--- src/rtl/rsta_pkg.sv ---
package rsta_pkg;

	// table geometry
	localparam int ENTRIES = 16;
	localparam int IDX_W   = (ENTRIES > 1) ? $clog2(ENTRIES) : 1;
	localparam int CNT_W   = $clog2(ENTRIES + 1);

	// field widths
	localparam int ADDR_W = 16;
	localparam int TIME_W = 32;
	localparam int THR_W  = 5;
	localparam int OUT_CNT_W = 5;
	localparam int SLOT_W = ADDR_W + TIME_W;

	localparam int S_TDATA_W = 48;
	localparam int M_TDATA_W = 8;

	// largest count that the result field can show
	localparam logic [OUT_CNT_W-1:0] COUNT_MAX = 5'd31;

	// configuration port
	localparam int CFG_IDX_W  = 8;
	localparam int CFG_DATA_W = 32;
	localparam logic [CFG_IDX_W-1:0] CFG_TIMEOUT   = 8'd0;
	localparam logic [CFG_IDX_W-1:0] CFG_THRESHOLD = 8'd1;

	localparam logic [TIME_W-1:0] TIMEOUT_RST   = 32'd3840;
	localparam logic [THR_W-1:0]  THRESHOLD_RST = 5'd3;

	// request kinds
	localparam logic OP_EVENT = 1'b0;
	localparam logic OP_TICK  = 1'b1;

	typedef struct packed {
		logic             start;
		logic             issue;
		logic [IDX_W-1:0] issue_idx;
		logic             commit;
	} rsta_cmd_t;

	typedef struct packed {
		logic out_busy;
	} rsta_status_t;

endpackage

--- src/rtl/rsta_ram.sv ---
module rsta_ram #(
	parameter int WIDTH = 8,
	parameter int DEPTH = 16
) (
	input  logic                                        clk,
	input  logic                                        we,
	input  logic [((DEPTH > 1) ? $clog2(DEPTH) : 1)-1:0] waddr,
	input  logic [WIDTH-1:0]                            wdata,
	input  logic [((DEPTH > 1) ? $clog2(DEPTH) : 1)-1:0] raddr,
	output logic [WIDTH-1:0]                            rdata
);

	logic [WIDTH-1:0] mem_q [DEPTH];

	always_ff @(posedge clk) begin
		if (we) begin
			mem_q[waddr] <= wdata;
		end
		rdata <= mem_q[raddr];
	end

endmodule

--- src/rtl/rsta_ctrl.sv ---
module rsta_ctrl import rsta_pkg::*; (
	input  logic         clk,
	input  logic         arst_n,
	input  logic         s_tvalid,
	output logic         s_tready,
	output rsta_cmd_t    cmd,
	input  rsta_status_t status
);

	typedef enum logic [3:0] {
		ST_IDLE   = 4'b0001,
		ST_SCAN   = 4'b0010,
		ST_FLUSH  = 4'b0100,
		ST_COMMIT = 4'b1000
	} state_t;

	localparam logic [IDX_W-1:0] LAST_IDX = IDX_W'(ENTRIES - 1);

	state_t           state_q;
	logic [IDX_W-1:0] idx_q;
	logic             flush_q;

	always_comb begin
		s_tready      = (state_q == ST_IDLE);
		cmd.start     = s_tvalid && s_tready;
		cmd.issue     = (state_q == ST_SCAN);
		cmd.issue_idx = idx_q;
		cmd.commit    = (state_q == ST_COMMIT) && !status.out_busy;
	end

	always_ff @(posedge clk or negedge arst_n) begin
		if (!arst_n) begin
			state_q <= ST_IDLE;
			idx_q   <= '0;
			flush_q <= 1'b0;
		end else begin
			case (state_q)
				ST_IDLE: begin
					if (cmd.start) begin
						state_q <= ST_SCAN;
						idx_q   <= '0;
					end
				end
				ST_SCAN: begin
					idx_q <= idx_q + 1'b1;
					if (idx_q == LAST_IDX) begin
						state_q <= ST_FLUSH;
						flush_q <= 1'b0;
					end
				end
				// the read and age stages drain here before the commit
				ST_FLUSH: begin
					flush_q <= 1'b1;
					if (flush_q) begin
						state_q <= ST_COMMIT;
					end
				end
				ST_COMMIT: begin
					if (cmd.commit) begin
						state_q <= ST_IDLE;
					end
				end
				default: begin
					state_q <= ST_IDLE;
				end
			endcase
		end
	end

endmodule

--- src/rtl/rsta_dp.sv ---
module rsta_dp import rsta_pkg::*; (
	input  logic                 clk,
	input  logic                 arst_n,
	input  logic [S_TDATA_W-1:0] s_tdata,
	input  logic                 s_tuser,
	input  rsta_cmd_t            cmd,
	output rsta_status_t         status,
	input  logic [TIME_W-1:0]    timeout,
	input  logic [THR_W-1:0]     threshold,
	output logic                 m_tvalid,
	input  logic                 m_tready,
	output logic [M_TDATA_W-1:0] m_tdata
);

	// latched request
	logic              op_q;
	logic [ADDR_W-1:0] addr_q;
	logic [TIME_W-1:0] now_q;

	// live flags, one per slot
	logic [ENTRIES-1:0] slot_valid_q;

	// read stage
	logic              iss_s1;
	logic [IDX_W-1:0]  idx_s1;
	logic [SLOT_W-1:0] rdata;
	logic [ADDR_W-1:0] rd_addr;
	logic [TIME_W-1:0] rd_time;

	// age stage
	logic              iss_s2;
	logic [IDX_W-1:0]  idx_s2;
	logic [TIME_W-1:0] age_s2;
	logic              valid_s2;
	logic              match_s2;

	// scan results
	logic              hit_q;
	logic [IDX_W-1:0]  hit_idx_q;
	logic              hit_live_q;
	logic              emp_q;
	logic [IDX_W-1:0]  emp_idx_q;
	logic [TIME_W-1:0] best_age_q;
	logic [IDX_W-1:0]  best_idx_q;
	logic              best_live_q;
	logic [CNT_W-1:0]  live_cnt_q;

	logic                 expired;
	logic                 live;
	logic                 older;
	logic [IDX_W-1:0]     pick_idx;
	logic                 pick_live;
	logic                 rec_we;
	logic [CNT_W-1:0]     cnt_new;
	logic [OUT_CNT_W-1:0] cnt_sat;
	logic                 alarm;

	logic                 m_tvalid_q;
	logic [M_TDATA_W-1:0] m_tdata_q;

	rsta_ram #(
		.WIDTH (SLOT_W),
		.DEPTH (ENTRIES)
	) u_slot_ram (
		.clk   (clk),
		.we    (rec_we),
		.waddr (pick_idx),
		.wdata ({addr_q, now_q}),
		.raddr (cmd.issue_idx),
		.rdata (rdata)
	);

	assign rd_addr = rdata[SLOT_W-1:TIME_W];
	assign rd_time = rdata[TIME_W-1:0];

	always_ff @(posedge clk) begin
		if (cmd.start) begin
			op_q   <= s_tuser;
			addr_q <= s_tdata[ADDR_W-1:0];
			now_q  <= s_tdata[ADDR_W +: TIME_W];
		end
		idx_s1   <= cmd.issue_idx;
		idx_s2   <= idx_s1;
		age_s2   <= now_q - rd_time;
		valid_s2 <= slot_valid_q[idx_s1];
		match_s2 <= slot_valid_q[idx_s1] && (rd_addr == addr_q);
	end

	always_ff @(posedge clk or negedge arst_n) begin
		if (!arst_n) begin
			iss_s1 <= 1'b0;
			iss_s2 <= 1'b0;
		end else begin
			iss_s1 <= cmd.issue;
			iss_s2 <= iss_s1;
		end
	end

	always_comb begin
		expired = valid_s2 && (age_s2 > timeout);
		live    = valid_s2 && !expired;
		older   = (idx_s2 == '0) || (age_s2 > best_age_q);
	end

	always_ff @(posedge clk or negedge arst_n) begin
		if (!arst_n) begin
			hit_q       <= 1'b0;
			hit_idx_q   <= '0;
			hit_live_q  <= 1'b0;
			emp_q       <= 1'b0;
			emp_idx_q   <= '0;
			best_age_q  <= '0;
			best_idx_q  <= '0;
			best_live_q <= 1'b0;
			live_cnt_q  <= '0;
		end else if (cmd.start) begin
			hit_q      <= 1'b0;
			emp_q      <= 1'b0;
			live_cnt_q <= '0;
		end else if (iss_s2) begin
			if (match_s2 && !hit_q) begin
				hit_q      <= 1'b1;
				hit_idx_q  <= idx_s2;
				hit_live_q <= live;
			end
			if (!valid_s2 && !emp_q) begin
				emp_q     <= 1'b1;
				emp_idx_q <= idx_s2;
			end
			if (older) begin
				best_age_q  <= age_s2;
				best_idx_q  <= idx_s2;
				best_live_q <= live;
			end
			if (live) begin
				live_cnt_q <= live_cnt_q + 1'b1;
			end
		end
	end

	// refresh the matching slot, else fill the first empty one, else evict the oldest
	always_comb begin
		if (hit_q) begin
			pick_idx  = hit_idx_q;
			pick_live = hit_live_q;
		end else if (emp_q) begin
			pick_idx  = emp_idx_q;
			pick_live = 1'b0;
		end else begin
			pick_idx  = best_idx_q;
			pick_live = best_live_q;
		end
		rec_we = cmd.commit && (op_q == OP_EVENT);
		if (op_q == OP_EVENT) begin
			cnt_new = live_cnt_q - CNT_W'(pick_live) + CNT_W'(1);
		end else begin
			cnt_new = live_cnt_q;
		end
		if (CNT_W > OUT_CNT_W && cnt_new > CNT_W'(COUNT_MAX)) begin
			cnt_sat = COUNT_MAX;
		end else begin
			cnt_sat = OUT_CNT_W'(cnt_new);
		end
		alarm = (cnt_sat >= threshold);
	end

	always_ff @(posedge clk or negedge arst_n) begin
		if (!arst_n) begin
			slot_valid_q <= '0;
		end else begin
			if (iss_s2 && expired) begin
				slot_valid_q[idx_s2] <= 1'b0;
			end
			if (rec_we) begin
				slot_valid_q[pick_idx] <= 1'b1;
			end
		end
	end

	always_ff @(posedge clk or negedge arst_n) begin
		if (!arst_n) begin
			m_tvalid_q <= 1'b0;
		end else if (cmd.commit) begin
			m_tvalid_q <= 1'b1;
		end else if (m_tready) begin
			m_tvalid_q <= 1'b0;
		end
	end

	always_ff @(posedge clk) begin
		if (cmd.commit) begin
			m_tdata_q <= M_TDATA_W'({alarm, cnt_sat});
		end
	end

	assign m_tvalid        = m_tvalid_q;
	assign m_tdata         = m_tdata_q;
	assign status.out_busy = m_tvalid_q && !m_tready;

	a_drained_at_commit: assert property (@(posedge clk) disable iff (!arst_n)
		cmd.commit |-> !iss_s1 && !iss_s2)
		else $error("commit while table reads still in flight");

	a_live_bound: assert property (@(posedge clk) disable iff (!arst_n)
		live_cnt_q <= CNT_W'(ENTRIES))
		else $error("live count exceeds table size");

	a_record_sets_valid: assert property (@(posedge clk) disable iff (!arst_n)
		rec_we |=> slot_valid_q[$past(pick_idx)])
		else $error("recorded slot not marked live");

	a_result_from_commit: assert property (@(posedge clk) disable iff (!arst_n)
		$rose(m_tvalid_q) |-> $past(cmd.commit))
		else $error("result raised without commit");

endmodule

--- src/rtl/recent_source_table_alarm.sv ---
// after a request is taken the sequencer walks the slot ram serially (one read per cycle),
//   lets the read and age stages drain, then commits the slot update and the result; the
//   commit waits while the output register holds a result that the receiver has not taken,
//   and a new request is only taken once the sequencer is back in idle after that commit
// a new request is taken while the previous result still waits in the output register
// reset: arst_n asynchronous, active low; clears all slot live flags, the handshakes and
//   loads timeout_ticks = 3840, alarm_threshold = 3; slot address/time ram is not cleared
module recent_source_table_alarm import rsta_pkg::*; (
	input  logic                  clk,
	input  logic                  arst_n,
	// request channel
	input  logic                  s_tvalid,
	output logic                  s_tready,
	input  logic [S_TDATA_W-1:0]  s_tdata,   // [15:0] node_addr, [47:16] now
	input  logic                  s_tuser,   // [0] op: 0 event, 1 tick
	// result channel
	output logic                  m_tvalid,
	input  logic                  m_tready,
	output logic [M_TDATA_W-1:0]  m_tdata,   // [4:0] recent_count, [5] alarm, [7:6] zero
	// register writes
	input  logic                  cfg_valid,
	output logic                  cfg_ready,
	input  logic [CFG_IDX_W-1:0]  cfg_index,
	input  logic [CFG_DATA_W-1:0] cfg_data
);

	rsta_cmd_t         cmd;
	rsta_status_t      status;
	logic [TIME_W-1:0] timeout_q;
	logic [THR_W-1:0]  threshold_q;

	// register file: always ready, unknown indexes are dropped
	assign cfg_ready = 1'b1;

	always_ff @(posedge clk or negedge arst_n) begin
		if (!arst_n) begin
			timeout_q   <= TIMEOUT_RST;
			threshold_q <= THRESHOLD_RST;
		end else if (cfg_valid && cfg_ready) begin
			case (cfg_index)
				CFG_TIMEOUT: begin
					timeout_q <= cfg_data[TIME_W-1:0];
				end
				CFG_THRESHOLD: begin
					threshold_q <= cfg_data[THR_W-1:0];
				end
				default: begin
				end
			endcase
		end
	end

	// sequencer: idle, walk all slots, drain the read pipe, commit the update and result
	rsta_ctrl u_ctrl (
		.clk      (clk),
		.arst_n   (arst_n),
		.s_tvalid (s_tvalid),
		.s_tready (s_tready),
		.cmd      (cmd),
		.status   (status)
	);

	// datapath: slot ram, live flags, age compare, scan results and output register
	// the walk finds a matching live slot, the first empty slot, the oldest slot and
	// expires stale slots in the same pass; on an event the commit then writes the picked slot
	rsta_dp u_dp (
		.clk       (clk),
		.arst_n    (arst_n),
		.s_tdata   (s_tdata),
		.s_tuser   (s_tuser),
		.cmd       (cmd),
		.status    (status),
		.timeout   (timeout_q),
		.threshold (threshold_q),
		.m_tvalid  (m_tvalid),
		.m_tready  (m_tready),
		.m_tdata   (m_tdata)
	);

endmodule

--- config.mk ---
export PLATFORM = sky130hd
export DESIGN_NAME = recent_source_table_alarm
export DESIGN_NICKNAME = d
export VERILOG_FILES = /design/src/rtl/rsta_pkg.sv /design/src/rtl/rsta_ram.sv /design/src/rtl/rsta_ctrl.sv /design/src/rtl/rsta_dp.sv /design/src/rtl/recent_source_table_alarm.sv
export SDC_FILE = /design/constraint.sdc
export NUM_CORES = 1
export LEC_CHECK = 0
export BUFFER_PORTS_ARGS = -buffer_cell sky130_fd_sc_hd__buf_2
export CAP_MARGIN = 20
export CORE_UTILIZATION = 50
export DETAILED_ROUTE_END_ITERATION = 10
export GPL_TIMING_DRIVEN = 0
export PLACE_DENSITY = 0.66
export SYNTH_ARGS = -nofsm -noshare
export SYNTH_HDL_FRONTEND = slang
export SYNTH_SLANG_ARGS = --single-unit
--- constraint.sdc ---
create_clock -name clk -period 5.1 [get_ports clk]
set_input_delay 0.51 -clock clk [delete_from_list [all_inputs] [get_ports clk]]
set_output_delay 0.51 -clock clk [all_outputs]
set_load 0.005 [all_outputs]
Word-level counts from Yosys, hierarchy flattened
Memory sizes are Yosys's and may differ from the RTL's. A register that Yosys moved wholly into a read port is not among the register bits.
Index checks and enable logic that the tools add are counted.
W data, S select, Z words.
{ "word_totals": {"regBits": 215, "ramBits": 768, "in_bits": 94, "elab_cells": 131, "mem_count": 1} }
{ "op_classes": {"addsub": 5, "order_cmp": 8, "eq_ne": 11, "mux": 35, "bitwise": 5, "n_reduce_logical": 39} }
{ "memory_table": {"columns": ["memory", "words", "word_bits", "rd", "rd_ports_with_merged_regs", "write_ports", "line_no", "text"], "rows": [
  ["u_dp.u_slot_ram.mem_q", 16, 48, 1, 1, 1, "rsta_ram.sv:13", "logic [WIDTH-1:0] mem_q [DEPTH];"]
]} }
{ "ops": {"columns": ["operator", "count"], "rows": [
  ["$gt A32 B32 Y1", 2],
  ["$mux W16", 2],
  ["$sub A32 B32 Y32", 1],
  ["$mux W4", 7],
  ["$mux W5", 4],
  ["$and A16 B16 Y16", 1],
  ["$eq A16 B16 Y1", 1],
  ["$mux W1", 16],
  ["$not A16 Y16", 1],
  ["$or A16 B16 Y16", 1],
  ["$pmux W4 S4", 1],
  ["$lt A4 B5 Y1 const B", 3],
  ["$reduce_and A2 Y1", 7],
  ["$reduce_bool A2 Y1", 7],
  ["$logic_and A1 B1 Y1", 12],
  ["$add A5 B1 Y5 const B", 2],
  ["$reduce_and A3 Y1", 3],
  ["$demux W1 S4", 2],
  ["$eq A4 B4 Y1 const B", 2],
  ["$eq A8 B1 Y1 const B", 1],
  ["$ge A4 B1 Y1 const B", 2],
  ["$logic_not A8 Y1", 1],
  ["$pmux W4 S2", 1],
  ["$logic_not A1 Y1", 6],
  ["14 further kinds", 17]
]} }

Longest topological paths before layout
{ "depth": {"ltp_word": 9, "mapped_depth": 13, "depth_no_buf": 12} }

Cells and area by module
From an unflattened synthesis, not the netlist that was laid out.
{ "hier_totals": {"hier_cells": 2271, "hier_area_um2": 41290.9} }
{ "modules_own_cells": {"columns": ["module", "n_inst", "cells_per_inst", "area_each_um2", "seq_area_each_um2"], "rows": [
  ["rsta_ram", 1, 1242, 29691.0, 24023.0],
  ["rsta_dp", 1, 890, 9594.2, 4294.1],
  ["recent_source_table_alarm", 1, 85, 1461.4, 933.4],
  ["rsta_ctrl", 1, 54, 544.3, 226.5]
]} }

Least setup slack after synthesis
OpenSTA, ideal clock, no wires.
{ "synth_timing": {"path_kind": "register to register", "startpoint": "reg u_ctrl.state_q[0]", "endpoint": "mem u_dp.u_slot_ram.mem_q[9][0] (netlist bit), enable pin", "arrival_time_ns": 3.529, "required_ns": 4.646, "setup_slack_ns": 1.117, "stages_incl_launch_ff": 8, "path_buffers": 1, "synth_period_minus_slack_ns": 3.983, "path_cell_list": "dfstp_2 clkbuf_1 nor3_1 nand2_1 nor3_1 nor2b_1 nand2_1 nor2_1"} }
{ "synth_via": {"elab_chain_cells": 5} }
{ "synth_rtl": {"columns": ["element", "line_no", "text"], "rows": [
  ["start, declared", "rsta_ctrl.sv:19", "state_t state_q;"],
  ["start signal, assigned", "rsta_ctrl.sv:33", "state_q <= ST_IDLE;"],
  ["start signal, assigned", "rsta_ctrl.sv:40", "state_q <= ST_SCAN;"],
  ["start signal, assigned", "rsta_ctrl.sv:47", "state_q <= ST_FLUSH;"],
  ["$eq A4 B4 Y1", "rsta_ctrl.sv:28", "cmd.commit = (state_q == ST_COMMIT) && !status.out_busy;"],
  ["$logic_and A1 B1 Y1", "rsta_ctrl.sv:28", null],
  ["$logic_and A1 B1 Y1", "rsta_dp.sv:153", "rec_we = cmd.commit && (op_q == OP_EVENT);"],
  ["$mux W1", "rsta_ram.sv:16", "if (we) begin"],
  ["$mux W1 (implied by the code)", "rsta_ram.sv:17", "mem_q[waddr] <= wdata;"],
  ["end, declared", "rsta_ram.sv:13", null]
]} }
Every way passes these cells.

Final worst setup path
{ "layout_timing": {"startpoint": "reg u_dp.now_q[0]", "endpoint": "reg u_dp.age_s2[30]"} }
{ "layout_via": {"elab_chain_cells": 1} }
{ "layout_rtl": {"columns": ["element", "line_no", "text"], "rows": [
  ["start, declared", "rsta_dp.sv:18", "logic [TIME_W-1:0] now_q;"],
  ["start signal, assigned", "rsta_dp.sv:80", "now_q <= s_tdata[ADDR_W +: TIME_W];"],
  ["$sub A32 B32 Y32", "rsta_dp.sv:84", "age_s2 <= now_q - rd_time;"],
  ["end signal, assigned", "rsta_dp.sv:84", null],
  ["end, declared", "rsta_dp.sv:33", "logic [TIME_W-1:0] age_s2;"]
]} }
Every way passes these cells.
A chain may end at the register's enable or synchronous reset.

==> impl_metrics.py <==
metrics = {
    "power": {
        "total_power_uw": 24280,
        "pwr-share-seq_pct": 44.0,
        "p_per_area_nw_per_um2": 502.9,
        "p_switching_uw": 7252,
        "power_frac_clock_pct": 30.5,
        "leakage_uw": 0.01740,
        "p_comb_share_pct": 25.4,
        "p_int_uw": 17020,
        "switching_share_pct": 29.87,
        "ir_drop_uv": 316.4,
    },
    "sta": {
        "period_needed_ns": 4.277,
        "tightest_slew_ns": 1.080,
        "max_freq_mhz": 233.8,
        "min_period_over_period_pct": 83.86,
        "max_slew_margin_pct": 27.97,
        "setup_viol": 0,
        "slew_violations": 0,
        "clock_skew_ns": 0.04749,
        "finalHoldViolCount": 0,
        "rsz0062_at_grt": "no",
    },
    "final_layout": {
        "nFillCells": 6109,
        "n_antenna_cell": 0,
        "area_delta_synth_final_pct": 15.75,
        "finalNonFillerCells": 4016,
        "drive_gt1_share_pct": 18.60,
        "multi_input_area_sq_um": 11380,
        "final_nets": 3062,
        "seq_area_sq_um": 29480,
    },
    "drt": {
        "drt_wl_total_mm": 98.10,
        "firstDrtPassIters": 6,
        "viasPerCell": 5.818,
        "wl_per_cell_um": 24.43,
        "drtIter0Drc": 1944,
        "drc": 0,
        "num_vias": 23370,
        "ant_nets": 0,
    },
    "worst_setup_path": {
        "r2r_start": "u_dp.now_q[0]",
        "critPathMaxFanout": 17,
        "cp.buffers_inverters": 1,
        "cp_slowest_cell": "edfxtp_1",
        "worstPathRequired_ns": 5.64,
        "crit_top_cell": "a211oi_1",
        "path_depth": 11,
        "critPathArrivalTime_ns": 4.82,
        "ff2ff_path_depth": 11,
        "cp-end-kind": "flop",
        "critPathTopFamily": "compound AO/OA/AOI/OAI gates",
        "r2r_end": "u_dp.age_s2[30]",
        "critPathMaxStageDelay_ns": 0.66,
        "startpoint_type": "flop",
        "rrSetupSlack_ns": 0.82,
        "crit_type": "flop to flop",
        "crit_path_cell_trace": "inv_1 > ha_1 > fa_1 > nand2b_1 > a211oi_1 > o2111ai_1 > a211oi_1 > o211ai_1 > o31ai_1 > a21oi_1 > xnor2_1",
    },
    "clock_tree": {
        "post_cts_resized": 0,
        "clk_latency_ns": 0.69,
        "clock-root-buffer": "clkbuf_16",
        "htree_levels": 3,
        "cts_tree": "done",
        "cts_buffers": 103,
        "max-clock-path-buffers": 3,
        "clkTransAtPathRegs_ns": 0.06,
        "cts_setup_buffers": 0,
        "ctsHoldBuffers": 38,
        "clkSinkCount": 1031,
    },
    "hold_path": {
        "worstHoldPathCells": 1,
        "min-delay-start": "s_tdata[9]",
        "min_to": "u_dp.addr_q[9]",
        "hold_path.class": "input port to flop",
    },
    "logic_synthesis": {
        "async_flop_share_pct": 11.45,
        "synth_top_cell_by_area": "edfxtp_1",
        "ys_warn_count": 0,
        "syn_inst": 2572,
        "ys.flop_type": "edfxtp_1",
        "synth_common_cells": "edfxtp_1 (823), o21ai_0 (156), mux2i_1 (153), inv_1 (135), nand2_1 (119)",
        "ys_seq_area_share_pct": 70.68,
        "synth_edf_count": 823,
        "synth_area_sq_um": 41700,
        "ys_types": 67,
        "yosysTopAreaCellShare_pct": 59.26,
        "ys_top_cells_by_area": "edfxtp_1 (59%), dfrtp_1 (6.7%), mux4_2 (5.5%), dfxtp_1 (4.3%), mux2i_1 (3.7%)",
        "synth_most_common_cell": "edfxtp_1",
        "synth.avg_cell_area_sq_um": 16.21,
        "synth_seq_cells": 1031,
    },
    "die": {
        "core-area_sq_um": 82370,
        "die_w_um": 290.8,
        "initial_core_util_pct": 50.63,
        "dieArea_sq_um": 84560,
        "row_count": 105,
        "io_pins": 105,
        "fp.dieH_um": 290.8,
    },
    "placement": {
        "io_buffers": 101,
        "gp_congestion": 0.8597,
        "dp.cells": 3779,
        "post-dp-hpwl_mm": 66.22,
    },
    "grt": {
        "grt_max_degree": 69,
        "grt_usage_pct": 23.33,
        "grt_pass1_wl_mm": 146.8,
        "first_global_vias": 24050,
        "grt_antenna_before_repair": 2,
        "gr-total-overflow": 0,
    },
    "run": {
        "cap_violations": 0,
    },
    "outcome": {
        "outcome": "finished, final reports clean",
    },
}
-- state kept, by name, summed over array words and instances (netlist names), 4 cells and up --
register,count
threshold_q,5
timeout_q,32
u_ctrl.idx_q,4
u_ctrl.state_q,4
u_dp.addr_q,16
u_dp.age_s2,32
u_dp.best_age_q,32
u_dp.best_idx_q,4
u_dp.emp_idx_q,4
u_dp.hit_idx_q,4
u_dp.idx_s1,4
u_dp.idx_s2,4
u_dp.live_cnt_q,5
u_dp.m_tdata,6
u_dp.now_q,32
u_dp.slot_valid_q,16
u_dp.u_slot_ram.mem_q,768
u_dp.u_slot_ram.rdata,48
-- layout by cell type (no fill, tap or decap), types with 49 or more instances in the layout --
master     netlist  final
edfxtp_1       823    823
clkbuf_1        74    101
buf_2           10    111
inv_1          135    134
o21ai_0        156    156
mux2_2          73     73
dfxtp_1         90     90
a21oi_1        116    116
a221oi_1        49     49
ha_1           108    108
dfrtp_1        111    111
mux4_2         101    101
nand2_1        119    119
clkbuf_16        0    104
mux2i_1        153    153
-- cells by family after synthesis --
kind of cell               synth area share (%)
DFF                                       70.68
AOI/OAI and AO/OA                         7.093
muxes                                     12.18
and+or+nand+nor                           3.531
buffers and inverters                     2.325
adders and majority gates                 3.288
xor gates and xnor gates                 0.8821
other                                   0.01801
-- per-layer routing --
metal,global-route usage (%),vias up,share of wire (%)
li1,-,10520,-
met1,31.12,11870,42
met2,39.31,807,49
met3,3.984,171,6.1
met4,6.982,0,2.7
met5,0,-,0
-- worst max path at each step --
stage / startpoint / to / slack (ns)
6_report: u_dp.now_q[0] / u_dp.age_s2[30] / 0.82
5_1_grt: u_dp.now_q[0] / u_dp.age_s2[30] / 0.57
4_1_cts: u_dp.now_q[0] / u_dp.age_s2[30] / 0.95
3_5_place_dp: u_dp.now_q[0] / u_dp.age_s2[30] / 1.02
3_3_place_gp: u_ctrl.state_q[1] / u_dp.u_slot_ram.mem_q[11][30] / -1.99
2_1_floorplan: u_ctrl.state_q[0] / u_dp.u_slot_ram.mem_q[9][0] / 1.12
-- power by group through the flow --
stage	Combinational [uW]	Clock [uW]	Sequential, uW
6_report	6180	7410	10700
3_3_place_gp	5880	0	10800
2_1_floorplan	4420	0	10600
3_5_place_dp	6070	0	10900
4_1_cts	6130	7540	10700
5_1_grt	6760	7880	10800
-- area by class of cell --
| type | instances | share of cell area (%) |
|---|---|---|
| clock buffers | 150 | 6.143 |
| multi-input cells | 1296 | 23.58 |
| clock inverters | 42 | 0.7984 |
| well taps | 1070 | 2.774 |
| plain buffers | 111 | 0.9591 |
| inverters | 135 | 1.055 |
| repair buffers | 181 | 3.626 |
| flip-flops and latches | 1031 | 61.07 |
-- metrics by stage --
| step | TNS (ns) | util (%) | worst slack (ns) | hold WS (ns) | instance area (sq um) |
|---|---|---|---|---|---|
| detailed placement | 0 | 53.94 | 1.024 | 0.3575 | 44430 |
| global route | 0 | 58.60 | 0.5679 | 0.009300 | 48270 |
| CTS | 0 | 58.47 | 0.9454 | 0.005481 | 48160 |
| finish | 0 | 58.60 | 0.8230 | 0.04210 | 48270 |
| global placement | -1245.21 | 52.87 | -1.986 | 0.3571 | 43550 |
| floorplan | 0 | - | 1.117 | 0.2144 | 41710 |
No activity file was read; power rests on OpenSTA's default activity.
